**config.mk**
```make
export PLATFORM = sky130hd
export DESIGN_NAME = terminal_locator_sequence_parser
export DESIGN_NICKNAME = d
export VERILOG_FILES = /design/src/hw/rtl/tlsp_pkg.sv /design/src/hw/rtl/tlsp_ctrl.sv /design/src/hw/rtl/tlsp_dp.sv /design/src/hw/rtl/terminal_locator_sequence_parser.sv
export SDC_FILE = /design/constraint.sdc
export NUM_CORES = 1
export LEC_CHECK = 0
export ABC_AREA = 1
export ABC_CLOCK_PERIOD_IN_PS = 6000
export BUFFER_PORTS_ARGS = -buffer_cell sky130_fd_sc_hd__buf_2
export CAP_MARGIN = 15
export CORE_MARGIN = 3
export CORE_UTILIZATION = 55
export DETAILED_ROUTE_END_ITERATION = 16
export PLACE_DENSITY = 0.84
export SYNTH_ARGS = -nofsm -noshare
export SYNTH_HDL_FRONTEND = slang
export SYNTH_SLANG_ARGS = --single-unit
```
**constraint.sdc**
```tcl
create_clock -name clock -period 6 [get_ports clock]
set_clock_uncertainty 0.05 [all_clocks]
set_input_delay 0.6 -clock clock [delete_from_list [all_inputs] [get_ports clock]]
set_output_delay 0.6 -clock clock [all_outputs]
set_load 0.01 [all_outputs]
```
**src/hw/rtl/tlsp_pkg.sv**
```systemverilog
// types and constants shared by the terminal locator sequence parser
package tlsp_pkg;

   localparam int unsigned BYTE_W = 8;
   localparam int unsigned LOC_W  = 13;
   localparam int unsigned DATA_W = 40;
   localparam int unsigned PAD_W  = DATA_W - BYTE_W - 2 * LOC_W;

   localparam logic [BYTE_W-1:0] CH_ESC   = 8'h1B;
   localparam logic [BYTE_W-1:0] CH_LBR   = 8'h5B;
   localparam logic [BYTE_W-1:0] CH_SEMI  = 8'h3B;
   localparam logic [BYTE_W-1:0] CH_AMP   = 8'h26;
   localparam logic [BYTE_W-1:0] CH_W     = 8'h77;
   localparam logic [BYTE_W-1:0] CH_M     = 8'h4D;
   localparam logic [BYTE_W-1:0] CH_SPACE = 8'h20;
   localparam logic [BYTE_W-1:0] CH_ZERO  = 8'h30;
   localparam logic [BYTE_W-1:0] CH_NINE  = 8'h39;

   localparam logic [LOC_W-1:0] NUM_LIMIT = 13'd4096;
   localparam logic [LOC_W-1:0] XY_OFFSET = 13'd33;
   localparam logic [LOC_W-1:0] DEC_OFFSET = 13'd1;

   localparam logic KIND_CHAR = 1'b0;
   localparam logic KIND_LOC  = 1'b1;

   typedef enum logic [3:0] {
      ST_IDLE,
      ST_D_OPEN,
      ST_D_PE,
      ST_D_PB,
      ST_D_PR,
      ST_D_PC,
      ST_D_PP,
      ST_D_W,
      ST_X_OPEN,
      ST_X_M,
      ST_X_B,
      ST_X_X,
      ST_X_Y,
      ST_RP_READ,
      ST_RP_SEND,
      ST_RP_LAST
   } state_type;

   typedef enum logic [1:0] {
      ACT_HOLD,
      ACT_FAIL,
      ACT_DONE,
      ACT_PASS
   } act_type;

   typedef struct packed {
      logic hold;
      logic set_digit;
      logic clr_digit;
      logic clr_accum;
      logic add_digit;
      logic save_row;
      logic save_col;
      logic emit_char;
      logic emit_x;
      logic emit_d;
      logic fail;
      logic rp_send;
      logic rp_last;
   } cmd_type;

   typedef struct packed {
      logic is_esc;
      logic is_lbr;
      logic is_semi;
      logic is_amp;
      logic is_w;
      logic is_m;
      logic is_digit;
      logic digit_seen;
      logic dec_mode;
      logic hold_full;
      logic rp_at_end;
      logic out_free;
   } stat_type;

endpackage

```
**src/hw/rtl/tlsp_ctrl.sv**
```systemverilog
// sequence recognizer and replay controller
module tlsp_ctrl (
   input  logic               clock,
   input  logic               reset,
   input  logic               req_tvalid,
   output logic               req_tready,
   input  tlsp_pkg::stat_type stat,
   output tlsp_pkg::cmd_type  cmd
);

   tlsp_pkg::state_type state_ff, state_in;
   tlsp_pkg::state_type dec_next;
   tlsp_pkg::act_type   dec_act;
   tlsp_pkg::cmd_type   dec_side;
   logic                replaying;
   logic                accept;

   assign replaying  = (state_ff == tlsp_pkg::ST_RP_READ) ||
                       (state_ff == tlsp_pkg::ST_RP_SEND) ||
                       (state_ff == tlsp_pkg::ST_RP_LAST);
   assign req_tready = !replaying && stat.out_free;
   assign accept     = req_tvalid && req_tready;

   // per-byte decision of the grammar
   always_comb begin
      dec_act  = tlsp_pkg::ACT_FAIL;
      dec_next = state_ff;
      dec_side = '0;
      unique case (state_ff)
         tlsp_pkg::ST_IDLE: begin
            if (stat.is_esc) begin
               dec_act  = tlsp_pkg::ACT_HOLD;
               dec_next = stat.dec_mode ? tlsp_pkg::ST_D_OPEN : tlsp_pkg::ST_X_OPEN;
            end else begin
               dec_act = tlsp_pkg::ACT_PASS;
            end
         end
         tlsp_pkg::ST_D_OPEN: begin
            if (stat.is_lbr) begin
               dec_act            = tlsp_pkg::ACT_HOLD;
               dec_next           = tlsp_pkg::ST_D_PE;
               dec_side.clr_digit = 1'b1;
            end
         end
         tlsp_pkg::ST_D_PE, tlsp_pkg::ST_D_PB: begin
            if (stat.is_digit) begin
               dec_act            = tlsp_pkg::ACT_HOLD;
               dec_side.set_digit = 1'b1;
            end else if (stat.is_semi && stat.digit_seen) begin
               dec_act            = tlsp_pkg::ACT_HOLD;
               dec_side.clr_digit = 1'b1;
               dec_side.clr_accum = 1'b1;
               dec_next = (state_ff == tlsp_pkg::ST_D_PE) ? tlsp_pkg::ST_D_PB
                                                          : tlsp_pkg::ST_D_PR;
            end
         end
         tlsp_pkg::ST_D_PR: begin
            if (stat.is_digit) begin
               dec_act            = tlsp_pkg::ACT_HOLD;
               dec_side.add_digit = 1'b1;
            end else if (stat.is_semi && stat.digit_seen) begin
               dec_act            = tlsp_pkg::ACT_HOLD;
               dec_side.save_row  = 1'b1;
               dec_side.clr_accum = 1'b1;
               dec_side.clr_digit = 1'b1;
               dec_next           = tlsp_pkg::ST_D_PC;
            end
         end
         tlsp_pkg::ST_D_PC: begin
            if (stat.is_digit) begin
               dec_act            = tlsp_pkg::ACT_HOLD;
               dec_side.add_digit = 1'b1;
            end else if (stat.is_amp && stat.digit_seen) begin
               dec_act  = tlsp_pkg::ACT_HOLD;
               dec_next = tlsp_pkg::ST_D_W;
            end else if (stat.is_semi && stat.digit_seen) begin
               dec_act  = tlsp_pkg::ACT_HOLD;
               dec_next = tlsp_pkg::ST_D_PP;
            end
         end
         tlsp_pkg::ST_D_PP: begin
            if (stat.is_digit) begin
               dec_act = tlsp_pkg::ACT_HOLD;
            end else if (stat.is_amp) begin
               dec_act  = tlsp_pkg::ACT_HOLD;
               dec_next = tlsp_pkg::ST_D_W;
            end
         end
         tlsp_pkg::ST_D_W: begin
            if (stat.is_w) begin
               dec_act = tlsp_pkg::ACT_DONE;
            end
         end
         tlsp_pkg::ST_X_OPEN: begin
            if (stat.is_lbr) begin
               dec_act  = tlsp_pkg::ACT_HOLD;
               dec_next = tlsp_pkg::ST_X_M;
            end
         end
         tlsp_pkg::ST_X_M: begin
            if (stat.is_m) begin
               dec_act  = tlsp_pkg::ACT_HOLD;
               dec_next = tlsp_pkg::ST_X_B;
            end
         end
         tlsp_pkg::ST_X_B: begin
            dec_act  = tlsp_pkg::ACT_HOLD;
            dec_next = tlsp_pkg::ST_X_X;
         end
         tlsp_pkg::ST_X_X: begin
            dec_act           = tlsp_pkg::ACT_HOLD;
            dec_side.save_col = 1'b1;
            dec_next          = tlsp_pkg::ST_X_Y;
         end
         tlsp_pkg::ST_X_Y: begin
            dec_act = tlsp_pkg::ACT_DONE;
         end
         default: begin
            dec_act = tlsp_pkg::ACT_FAIL;
         end
      endcase
      // a byte that cannot be held fails the sequence
      if (dec_act == tlsp_pkg::ACT_HOLD && stat.hold_full) begin
         dec_act = tlsp_pkg::ACT_FAIL;
      end
   end

   // next state
   always_comb begin
      state_in = state_ff;
      unique case (state_ff)
         tlsp_pkg::ST_RP_READ: begin
            state_in = tlsp_pkg::ST_RP_SEND;
         end
         tlsp_pkg::ST_RP_SEND: begin
            if (stat.out_free) begin
               state_in = stat.rp_at_end ? tlsp_pkg::ST_RP_LAST : tlsp_pkg::ST_RP_READ;
            end
         end
         tlsp_pkg::ST_RP_LAST: begin
            if (stat.out_free) begin
               state_in = tlsp_pkg::ST_IDLE;
            end
         end
         default: begin
            if (accept) begin
               unique case (dec_act)
                  tlsp_pkg::ACT_HOLD: state_in = dec_next;
                  tlsp_pkg::ACT_FAIL: state_in = tlsp_pkg::ST_RP_READ;
                  tlsp_pkg::ACT_DONE: state_in = tlsp_pkg::ST_IDLE;
                  tlsp_pkg::ACT_PASS: state_in = tlsp_pkg::ST_IDLE;
                  default:            state_in = tlsp_pkg::ST_IDLE;
               endcase
            end
         end
      endcase
   end

   // commands to the datapath
   always_comb begin
      cmd = '0;
      unique case (state_ff)
         tlsp_pkg::ST_RP_READ: begin
            cmd = '0;
         end
         tlsp_pkg::ST_RP_SEND: begin
            cmd.rp_send = stat.out_free;
         end
         tlsp_pkg::ST_RP_LAST: begin
            cmd.rp_last = stat.out_free;
         end
         default: begin
            if (accept) begin
               unique case (dec_act)
                  tlsp_pkg::ACT_HOLD: begin
                     cmd      = dec_side;
                     cmd.hold = 1'b1;
                  end
                  tlsp_pkg::ACT_FAIL: cmd.fail = 1'b1;
                  tlsp_pkg::ACT_DONE: begin
                     if (state_ff == tlsp_pkg::ST_X_Y) begin
                        cmd.emit_x = 1'b1;
                     end else begin
                        cmd.emit_d = 1'b1;
                     end
                  end
                  tlsp_pkg::ACT_PASS: cmd.emit_char = 1'b1;
                  default:            cmd = '0;
               endcase
            end
         end
      endcase
   end

   always_ff @(posedge clock) begin
      if (reset) begin
         state_ff <= tlsp_pkg::ST_IDLE;
      end else begin
         state_ff <= state_in;
      end
   end

endmodule

```
**src/hw/rtl/tlsp_dp.sv**
```systemverilog
// hold buffer, number accumulation and result register
module tlsp_dp #(
   parameter int unsigned HOLD_DEPTH = 32
) (
   input  logic                            clock,
   input  logic                            reset,
   input  logic                            csr_we,
   input  logic                            csr_wdata,
   input  logic [tlsp_pkg::BYTE_W-1:0]     req_tdata,
   input  tlsp_pkg::cmd_type               cmd,
   output tlsp_pkg::stat_type              stat,
   input  logic                            rsp_tready,
   output logic                            rsp_tvalid,
   output logic [tlsp_pkg::DATA_W-1:0]     rsp_tdata,
   output logic                            rsp_tuser,
   output logic                            rsp_tlast
);

   localparam int unsigned AW = $clog2(HOLD_DEPTH);
   localparam int unsigned CW = $clog2(HOLD_DEPTH + 1);
   localparam int unsigned BW = tlsp_pkg::BYTE_W;
   localparam int unsigned LW = tlsp_pkg::LOC_W;

   logic [BW-1:0] mem [HOLD_DEPTH];
   logic [BW-1:0] rd_ff;

   logic          mode_ff, mode_in;
   logic [CW-1:0] count_ff, count_in;
   logic [AW-1:0] idx_ff, idx_in;
   logic [LW-1:0] accum_ff, accum_in;
   logic          digit_ff, digit_in;
   logic [LW-1:0] row_ff, row_in;
   logic [BW-1:0] colb_ff, colb_in;
   logic [BW-1:0] fail_ff, fail_in;

   logic                 rsp_valid_ff, rsp_valid_in;
   logic                 rsp_user_ff, rsp_user_in;
   logic [BW-1:0]        rsp_char_ff, rsp_char_in;
   logic signed [LW-1:0] rsp_row_ff, rsp_row_in;
   logic signed [LW-1:0] rsp_col_ff, rsp_col_in;
   logic                 rsp_last_ff, rsp_last_in;

   logic [16:0] times_ten;
   logic [LW-1:0] accum_sat;
   logic        seq_clear;

   assign seq_clear = cmd.emit_x || cmd.emit_d || cmd.rp_last;

   // accum * 10 + digit, saturating
   assign times_ten = {1'b0, accum_ff, 3'b000} + {3'b000, accum_ff, 1'b0}
                      + {13'd0, 4'(req_tdata - tlsp_pkg::CH_ZERO)};
   assign accum_sat = (times_ten > {4'd0, tlsp_pkg::NUM_LIMIT}) ? tlsp_pkg::NUM_LIMIT
                                                                : times_ten[LW-1:0];

   always_comb begin
      stat.is_esc     = (req_tdata == tlsp_pkg::CH_ESC);
      stat.is_lbr     = (req_tdata == tlsp_pkg::CH_LBR);
      stat.is_semi    = (req_tdata == tlsp_pkg::CH_SEMI);
      stat.is_amp     = (req_tdata == tlsp_pkg::CH_AMP);
      stat.is_w       = (req_tdata == tlsp_pkg::CH_W);
      stat.is_m       = (req_tdata == tlsp_pkg::CH_M);
      stat.is_digit   = (req_tdata >= tlsp_pkg::CH_ZERO) && (req_tdata <= tlsp_pkg::CH_NINE);
      stat.digit_seen = digit_ff;
      stat.dec_mode   = mode_ff;
      stat.hold_full  = (count_ff == CW'(HOLD_DEPTH));
      stat.rp_at_end  = ((CW'(idx_ff) + CW'(1)) == count_ff);
      stat.out_free   = !rsp_valid_ff || rsp_tready;
   end

   always_comb begin
      mode_in = csr_we ? csr_wdata : mode_ff;

      count_in = count_ff;
      if (seq_clear) begin
         count_in = '0;
      end else if (cmd.hold) begin
         count_in = count_ff + CW'(1);
      end

      idx_in = idx_ff;
      if (cmd.fail) begin
         idx_in = '0;
      end else if (cmd.rp_send) begin
         idx_in = idx_ff + AW'(1);
      end

      accum_in = accum_ff;
      if (seq_clear || cmd.clr_accum) begin
         accum_in = '0;
      end else if (cmd.add_digit) begin
         accum_in = accum_sat;
      end

      digit_in = digit_ff;
      if (seq_clear || cmd.clr_digit) begin
         digit_in = 1'b0;
      end else if (cmd.set_digit || cmd.add_digit) begin
         digit_in = 1'b1;
      end

      row_in  = cmd.save_row ? accum_ff : row_ff;
      colb_in = cmd.save_col ? req_tdata : colb_ff;
      fail_in = cmd.fail ? req_tdata : fail_ff;
   end

   always_comb begin
      rsp_valid_in = rsp_valid_ff && !rsp_tready;
      rsp_user_in  = rsp_user_ff;
      rsp_char_in  = rsp_char_ff;
      rsp_row_in   = rsp_row_ff;
      rsp_col_in   = rsp_col_ff;
      rsp_last_in  = rsp_last_ff;
      priority if (cmd.emit_char || cmd.rp_send || cmd.rp_last) begin
         rsp_valid_in = 1'b1;
         rsp_user_in  = tlsp_pkg::KIND_CHAR;
         rsp_row_in   = '0;
         rsp_col_in   = '0;
         rsp_last_in  = !cmd.rp_send;
         if (cmd.emit_char) begin
            rsp_char_in = req_tdata;
         end else if (cmd.rp_send) begin
            rsp_char_in = rd_ff;
         end else begin
            rsp_char_in = fail_ff;
         end
      end else if (cmd.emit_x) begin
         rsp_valid_in = 1'b1;
         rsp_user_in  = tlsp_pkg::KIND_LOC;
         rsp_char_in  = '0;
         rsp_row_in   = LW'(req_tdata) - tlsp_pkg::XY_OFFSET;
         rsp_col_in   = LW'(colb_ff) - tlsp_pkg::XY_OFFSET;
         rsp_last_in  = 1'b1;
      end else if (cmd.emit_d) begin
         rsp_valid_in = 1'b1;
         rsp_user_in  = tlsp_pkg::KIND_LOC;
         rsp_char_in  = '0;
         rsp_row_in   = row_ff - tlsp_pkg::DEC_OFFSET;
         rsp_col_in   = accum_ff - tlsp_pkg::DEC_OFFSET;
         rsp_last_in  = 1'b1;
      end else begin
         rsp_user_in = rsp_user_ff;
      end
   end

   // hold buffer
   always_ff @(posedge clock) begin
      if (cmd.hold) begin
         mem[count_ff[AW-1:0]] <= req_tdata;
      end
      rd_ff <= mem[idx_ff];
   end

   always_ff @(posedge clock) begin
      if (reset) begin
         mode_ff      <= 1'b0;
         count_ff     <= '0;
         idx_ff       <= '0;
         accum_ff     <= '0;
         digit_ff     <= 1'b0;
         row_ff       <= '0;
         colb_ff      <= '0;
         rsp_valid_ff <= 1'b0;
      end else begin
         mode_ff      <= mode_in;
         count_ff     <= count_in;
         idx_ff       <= idx_in;
         accum_ff     <= accum_in;
         digit_ff     <= digit_in;
         row_ff       <= row_in;
         colb_ff      <= colb_in;
         rsp_valid_ff <= rsp_valid_in;
      end
   end

   always_ff @(posedge clock) begin
      fail_ff     <= fail_in;
      rsp_user_ff <= rsp_user_in;
      rsp_char_ff <= rsp_char_in;
      rsp_row_ff  <= rsp_row_in;
      rsp_col_ff  <= rsp_col_in;
      rsp_last_ff <= rsp_last_in;
   end

   assign rsp_tvalid = rsp_valid_ff;
   assign rsp_tuser  = rsp_user_ff;
   assign rsp_tlast  = rsp_last_ff;
   assign rsp_tdata  = {{tlsp_pkg::PAD_W{1'b0}}, rsp_col_ff, rsp_row_ff, rsp_char_ff};

endmodule

```
**src/hw/rtl/terminal_locator_sequence_parser.sv**
```systemverilog
// top level of the terminal locator sequence parser
//
//   channel  direction  handshake            payload
//   req_     in         req_tvalid/tready    tdata: in_byte
//   rsp_     out        rsp_tvalid/tready    tdata: char_value, loc_row, loc_col;
//                                            tuser: kind; tlast: last
//   csr_     in         csr_we               csr_wdata: terminal_kind
//
// one byte per cycle outside a replay; every byte needs the result register free
// or being taken in that cycle, whether or not it ends in a result.
// a failed sequence replays its held bytes, each through a read and a send state for the
// registered read of the hold buffer, then the failing byte; input stalls meanwhile.
// reset is synchronous; the hold buffer needs no clearing pass.
module terminal_locator_sequence_parser #(
   parameter int unsigned HOLD_DEPTH = 32
) (
   input  logic                        clock,
   input  logic                        reset,
   input  logic                        csr_we,
   input  logic                        csr_wdata,
   input  logic                        req_tvalid,
   output logic                        req_tready,
   input  logic [tlsp_pkg::BYTE_W-1:0] req_tdata,   // [7:0] in_byte
   output logic                        rsp_tvalid,
   input  logic                        rsp_tready,
   output logic [tlsp_pkg::DATA_W-1:0] rsp_tdata,   // [7:0] char_value, [20:8] loc_row,
                                                    // [33:21] loc_col, [39:34] zero
   output logic                        rsp_tuser,   // [0] kind
   output logic                        rsp_tlast
);

   tlsp_pkg::cmd_type  cmd;
   tlsp_pkg::stat_type stat;

   tlsp_ctrl u_ctrl (
      .clock      (clock),
      .reset      (reset),
      .req_tvalid (req_tvalid),
      .req_tready (req_tready),
      .stat       (stat),
      .cmd        (cmd)
   );

   tlsp_dp #(
      .HOLD_DEPTH (HOLD_DEPTH)
   ) u_dp (
      .clock      (clock),
      .reset      (reset),
      .csr_we     (csr_we),
      .csr_wdata  (csr_wdata),
      .req_tdata  (req_tdata),
      .cmd        (cmd),
      .stat       (stat),
      .rsp_tready (rsp_tready),
      .rsp_tvalid (rsp_tvalid),
      .rsp_tdata  (rsp_tdata),
      .rsp_tuser  (rsp_tuser),
      .rsp_tlast  (rsp_tlast)
   );

   // a request never lands while an untaken result still sits in the register
   a_no_overwrite: assert property (@(posedge clock) disable iff (reset)
      req_tvalid && req_tready |-> !rsp_tvalid || rsp_tready)
      else $error("request accepted over a pending result");

   // a failing byte leaves the input stalled for the first state of the replay
   a_replay_stall: assert property (@(posedge clock) disable iff (reset)
      cmd.fail |=> !req_tready)
      else $error("input accepted during replay");

   // a locator result is always the last result of its request
   a_loc_last: assert property (@(posedge clock) disable iff (reset)
      rsp_tvalid && rsp_tuser |-> rsp_tlast && rsp_tdata[7:0] == '0)
      else $error("malformed locator result");

   // only one result source drives the register in a cycle
   a_one_source: assert property (@(posedge clock) disable iff (reset)
      $countones({cmd.emit_char, cmd.emit_x, cmd.emit_d, cmd.rp_send, cmd.rp_last}) <= 1)
      else $error("conflicting result commands");

endmodule

```
-- After elaboration in Yosys (flattened, before gate mapping)
Memories as Yosys holds them, arrays and structs flattened. A register that Yosys moved wholly into a read port is not among the register bits.
Cells that the tools add are included.
- add/subtract/negate cells: 10
- $mul: 0
- div/mod/pow operators: 0
- magnitude comparators: 3
- eq/ne operators: 41
- shift-type cells: 0
- multiplexer cells: 74
- bitwise gates (word level): 0
- reductions and logical operators: 41
- operator list (operator ; number):
    two-way mux 13 bit ; 6
    two-way mux 4 bit ; 17
    != test 6 x 3 -> 1 bit (second input constant) ; 8
    two-way mux 8 bit ; 5
    one-hot mux 4 bit (10 select lines) ; 1
    == test 4 bit (second input constant) ; 8
    two-way mux 1 bit ; 26
    subtractor 13 x 1 -> 13 bit (second input constant) ; 2
    == test 8 x 7 -> 1 bit (second input constant) ; 3
    one-hot mux 4 bit (3 select lines) ; 2
    OR reduction 2 bit ; 11
    two-way mux 2 bit ; 10
    != test 6 x 2 -> 1 bit (second input constant) ; 3
    one-hot mux 2 bit (9 select lines) ; 1
    subtractor 8 x 6 -> 9 bit (second input constant) ; 2
    adder 16 x 14 -> 17 bit ; 1
    adder 17 x 4 -> 17 bit ; 1
    greater-than comparator 17 x 13 -> 1 bit (second input constant) ; 1
    == test 4 x 3 -> 1 bit (second input constant) ; 4
    == test 8 x 6 -> 1 bit (second input constant) ; 2
    AND reduction 16 bit ; 1
    != test 14 x 11 -> 1 bit (second input constant) ; 1
    two-way mux 11 bit ; 1
    logical OR 1 bit ; 10
    other kinds (26) ; 42
- register bits after elaboration: 96
- latch bits: 0
- RAM bits: 256
- ROM bits: 0
- input port bits: 14
- output and inout bits: 44
- word-level logic and storage cells: 185
- memories: 1
- memories (memory ; depth ; width ; rd ports ; clocked after memory_dff ; write ports ; RTL line ; text):
    u_dp.mem ; 32 ; 8 ; 1 ; 1 ; 1 ; tlsp_dp.sv:24 ; logic [BW-1:0] mem [HOLD_DEPTH];

-- Logic depth before layout (Yosys ltp)
- depth after elaboration: 17
- mapped depth: 17
- depth with buffers taken out: 16

-- By module
A second synthesis with hierarchy kept.
- cell total of the unflattened synthesis: 1676
- area, all modules: 16714.8 um^2
- by module, submodules not included (module ; instances ; cells an instance ; area each (um^2) ; sequential area each (um^2)):
    tlsp_dp ; 1 ; 1533 ; 16004.1 ; 9859.5
    tlsp_ctrl ; 1 ; 143 ; 710.7 ; 80.1

-- Least setup slack after synthesis
No wires, ideal clock.
- kind: input port to flip-flop
- from: input port req_tdata[3] (netlist bit)
- to: register u_dp.accum_ff[0]
- library setup time: 0.070 ns
- arrival time: 2.806 ns
- data required time: 5.880 ns
- setup slack: 3.074 ns
- stages on the path: 14
- path buffers: 1
- cells stage by stage: fa_1 fa_1 nand3_1 nand3_1 nand2_1 nand2_1 xnor2_1 nand2_1 nor2_1 nand4_1 nand2_1 buf_2 nand2_1 a21oi_1
- longest elaborated chain between the ends: 17
- elaborated cells on any way between the ends: 44
- those cells by class: add/sub (2); order compare (3); eq/ne (7); mux (22); reduce/logical (10)
- RTL lines (what ; RTL line ; text):
    start, declared ; terminal_locator_sequence_parser.sv:23 ; input logic [tlsp_pkg::BYTE_W-1:0] req_tdata,
    branches (longest 17 deep; another with adder 17 x 4 -> 17 bit) ; -- ;
    end signal, assigned ; tlsp_dp.sv:167 ; accum_ff <= accum_in;
    end, declared ; tlsp_dp.sv:30 ; logic [LW-1:0] accum_ff, accum_in;
Parallel ways; which one is timed is not known.
A chain may end at the register's enable or synchronous reset.

-- Worst setup path after layout
- from: register u_ctrl.state_ff[0]
- to: memory u_dp.mem[0][0] (netlist bit), enable pin
- longest elaborated chain between the ends: 12
- elaborated cells on any way between the ends: 35
- those cells by class: eq/ne (15); mux (7); reduce/logical (13)
- RTL lines (what ; RTL line ; text):
    start, declared ; tlsp_ctrl.sv:11 ; tlsp_pkg::state_type state_ff, state_in;
    start signal, assigned ; tlsp_ctrl.sv:197 ; state_ff <= tlsp_pkg::ST_IDLE;
    start signal, assigned ; tlsp_ctrl.sv:199 ; state_ff <= state_in;
    == test 4 x 2 -> 1 bit (tied with other cells) ; tlsp_ctrl.sv:29 ; unique case (state_ff)
    OR reduction 3 bit (no line) / OR reduction 2 bit (equally long branches) ; -- ;
    one-hot mux 2 bit (9 select lines) ; tlsp_ctrl.sv:29 ;
    zero test 2 bit ; tlsp_ctrl.sv:123 ; if (dec_act == tlsp_pkg::ACT_HOLD && stat.hold_full) begin
    logical AND 1 bit ; tlsp_ctrl.sv:123 ;
    two-way mux 2 bit ; tlsp_ctrl.sv:123 ;
    zero test 2 bit ; tlsp_ctrl.sv:174 ; unique case (dec_act)
    two-way mux 7 bit ; tlsp_ctrl.sv:174 ;
    two-way mux 13 bit ; tlsp_ctrl.sv:173 ; if (accept) begin
    two-way mux 11 bit (*) ; tlsp_ctrl.sv:162 ; unique case (state_ff)
    two-way mux 1 bit (*) ; tlsp_dp.sv:147 ; if (cmd.hold) begin
    two-way mux 1 bit (not written as such) (*) ; tlsp_dp.sv:148 ; mem[count_ff[AW-1:0]] <= req_tdata;
    end, declared ; tlsp_dp.sv:24 ;
Mark *: on every way between the ends. The rest lies on a longest branch, timed or not.

==> reports/results.ini <==
[grt]
use_met1=0.342
top_usage_layer=met2
met3_usage=0.0346
grt_max_degree=114
grt_pass1_vias=12400
overflow=0
antenna_found_initial=0
grt_usage=0.262
met2_usage=0.450
grt_pass1_wl_um=68100

[routing]
postRouteAntennaNets=0
vias=13000
wirelength_um=43400
drt_iter0_markers=1812
dr.pass1.iters=7
drt-vias-per-instance=6.12
avgRoutedWirePerCell_um=20.4
drc=0

[setup_path]
worst_setup_path_start_kind=register
required_ps=6100
cp_common_cell=inv_2
r2r-start=u_ctrl.state_ff[0]
critPathTopFamily=simple AND/OR/NAND/NOR gates
worstSetupEndpointType=register
path_class=register to register
r2r_cells=10
crit_path_cell_trace=nor2_4 > inv_2 > nor2_4 > inv_2 > nand3_2 > nor2_2 > nand4_4 > inv_2 > nand2_1 > nor2_1
path_max_fanout=22
crit_slowest_cell=nor2_1
crit_buf_inv=3
regToRegSetupSlack_ps=2420
r2r-end=u_dp.mem[0][0]
cpPeakStageDelay_ps=720
worstPathArrival_ps=3680

[placement]
dp_cells=2058
gp_congestion=0.933
placed_area_um2=17100
dp_hpwl_um=28500
port_buffers=51

[clocking]
cts_setup_buffers=0
root_buffer=clkbuf_16
ctsHoldBuffers=0
cts_tree=yes
max-clock-path-buffers=3
cts.htree.levels=2
clk_latency_ps=540
numCtsBuffers=37
cts_resized=0
cts_sinks=360
clk_pin_slew_ps=60

[synth]
synth_top_area_cell=edfxtp_1
yosysMostFrequentCell=nor2_1
synth_top_area_share=0.492
yosys_register_bits=360
synth_edf_count=273
netlist_top_cells_count=287 x nor2_1, 273 x edfxtp_1, 235 x nand2_1, 197 x o21ai_0, 108 x inv_1
ys_types=47
synth_area_leaders=edfxtp_1 49%, dfxtp_1 10%, nor2_1 6.5%
avgSynthCellArea_um2=9.89
synth_area_um2=16700
async_reset_ff_frac=0
synthCells=1683
synth_warnings=0
ys.flop_type=edfxtp_1
yosysSeqAreaShare=0.597

[die]
die_area_um2=32400
die_h_um=180
start_util=0.560
row_count=63
pin_count=58
die_w_um=180
core_area_um2=29700

[hold_path]
worstHoldEndpoint=u_dp.rsp_tvalid
hold_depth=2
worstHoldStart=reset
hold_path.class=primary input to register

[cells_and_area]
nets=1762
fill_cells=2344
antennaDiodeCount=0
final_cell_count_no_fill=2124
utilization=0.614
final_area_um2=18200
syn2layout_area_growth_pct=9.59
drive_gt1_frac=0.0963

[timing]
slew_headroom=0.218
finalMaxSlewViolations=0
final.min_clock_period_ps=3580
final_hold_viol_count=0
fmax_mhz=279
min_period_over_period=0.597
setup-violations-final=0
rsz0062_at_grt=false
tns_ps=0
worst_pin_slew_ps=1170

[power]
power_density_nw_per_um2=337
max-vdd-ir-drop_mv=0.180
p_leak_nw=6.85
power_mw=6.16

[job]
maxCapViolations=0

[outcome]
status=complete, no violations

## how the worst max path moves through the flow
stage | start | to | slack [ps] | cells past startpoint
floorplan | req_tdata[3] | u_dp.accum_ff[0] | 3070 | 14
global placement | req_tdata[0] | u_dp.mem[0][0] | 2210 | 12
detailed placement | req_tdata[0] | u_dp.mem[0][4] | 2100 | 12
CTS | u_ctrl.state_ff[0] | u_dp.mem[0][4] | 2490 | 10
global route | u_ctrl.state_ff[0] | u_dp.mem[10][5] | 2200 | 10
finish | u_ctrl.state_ff[0] | u_dp.mem[0][0] | 2420 | 10
## cell usage in the layout (no fill, tap or decap), types with 13 or more instances in the layout
master     Yosys  layout
o221ai_1      48      48
xor2_1        21      21
clkbuf_16      0      37
xnor2_1       13      13
nand4_1       15      15
o22ai_1       17      17
a21oi_1       63      63
ha_1          38      38
edfxtp_1     273     273
nor2_1       287     287
nor3_1        15      15
a31oi_1       24      24
buf_2         16      51
o21ai_0      197     197
nand3_1       70      70
dfxtp_1       87      85
inv_1        108     107
nand2_1      235     235
## cell type report
| cell class | instances | area, um2 | area share |
|---|---|---|---|
| tap | 390 | 488 | 0.0267 |
| sequential | 360 | 9940 | 0.545 |
| timing repair buffer | 64 | 373 | 0.0204 |
| clock buffer | 47 | 975 | 0.0534 |
| clock inverter | 18 | 116 | 0.00638 |
| multi-input combinational | 1123 | 5890 | 0.323 |
| inverter | 122 | 459 | 0.0252 |
## metal layers
layer,vias up,routed length [um]
met5,-,0
met4,0,1590
met3,133,3920
met2,727,21600
met1,6192,16300
li1,5940,-
## cells by family (layout without fill, tap and decap cells)
group / count (synthesis) / count (layout) / share of synthesized area
buffers and inverters: 205 / 251 / 0.0503
xor gates and xnor gates: 34 / 34 / 0.0179
other: 1 / 6 / 0.000225
DFF: 360 / 360 / 0.597
AOI/OAI and AO/OA: 370 / 370 / 0.129
and+or+nand+nor: 672 / 672 / 0.174
adders and majority gates: 40 / 40 / 0.0310
muxes: 1 / 1 / 0.000601
## per-stage QoR
step                      worst slack (ps)  hold WS, ps
after floorplan                       3070          398
final                                 2420          210
after global placement                2210          402
after global routing                  2200          198
after CTS                             2490          200
after detailed placement              2100          402
## power breakdown
| part | switching (mW) | internal [mW] | total [mW] |
|---|---|---|---|
| Sequential | 0.115 | 2.88 | 2.99 |
| Clock | 0.939 | 1.16 | 2.10 |
| Combinational | 0.744 | 0.321 | 1.07 |
## sequential cells by signal (all words and copies together) (netlist names), 5 cells and up
register,flops
u_dp.idx_ff,5
u_dp.mem,256
u_dp.rsp_row_ff,13
u_dp.row_ff,13
u_dp.rd_ff,8
u_dp.colb_ff,8
u_dp.accum_ff,13
u_dp.fail_ff,8
u_dp.rsp_char_ff,8
u_dp.count_ff,6
u_dp.rsp_col_ff,13
## worst register-to-register path, stage by stage, from the launching register on
cell	delay, ps
dfxtp_1	550
nor2_4	100
inv_2	110
nor2_4	80
inv_2	260
nand3_2	130
nor2_2	170
nand4_4	380
inv_2	260
nand2_1	380
nor2_1	720
Note: power is estimated with default switching activity, not from simulation.
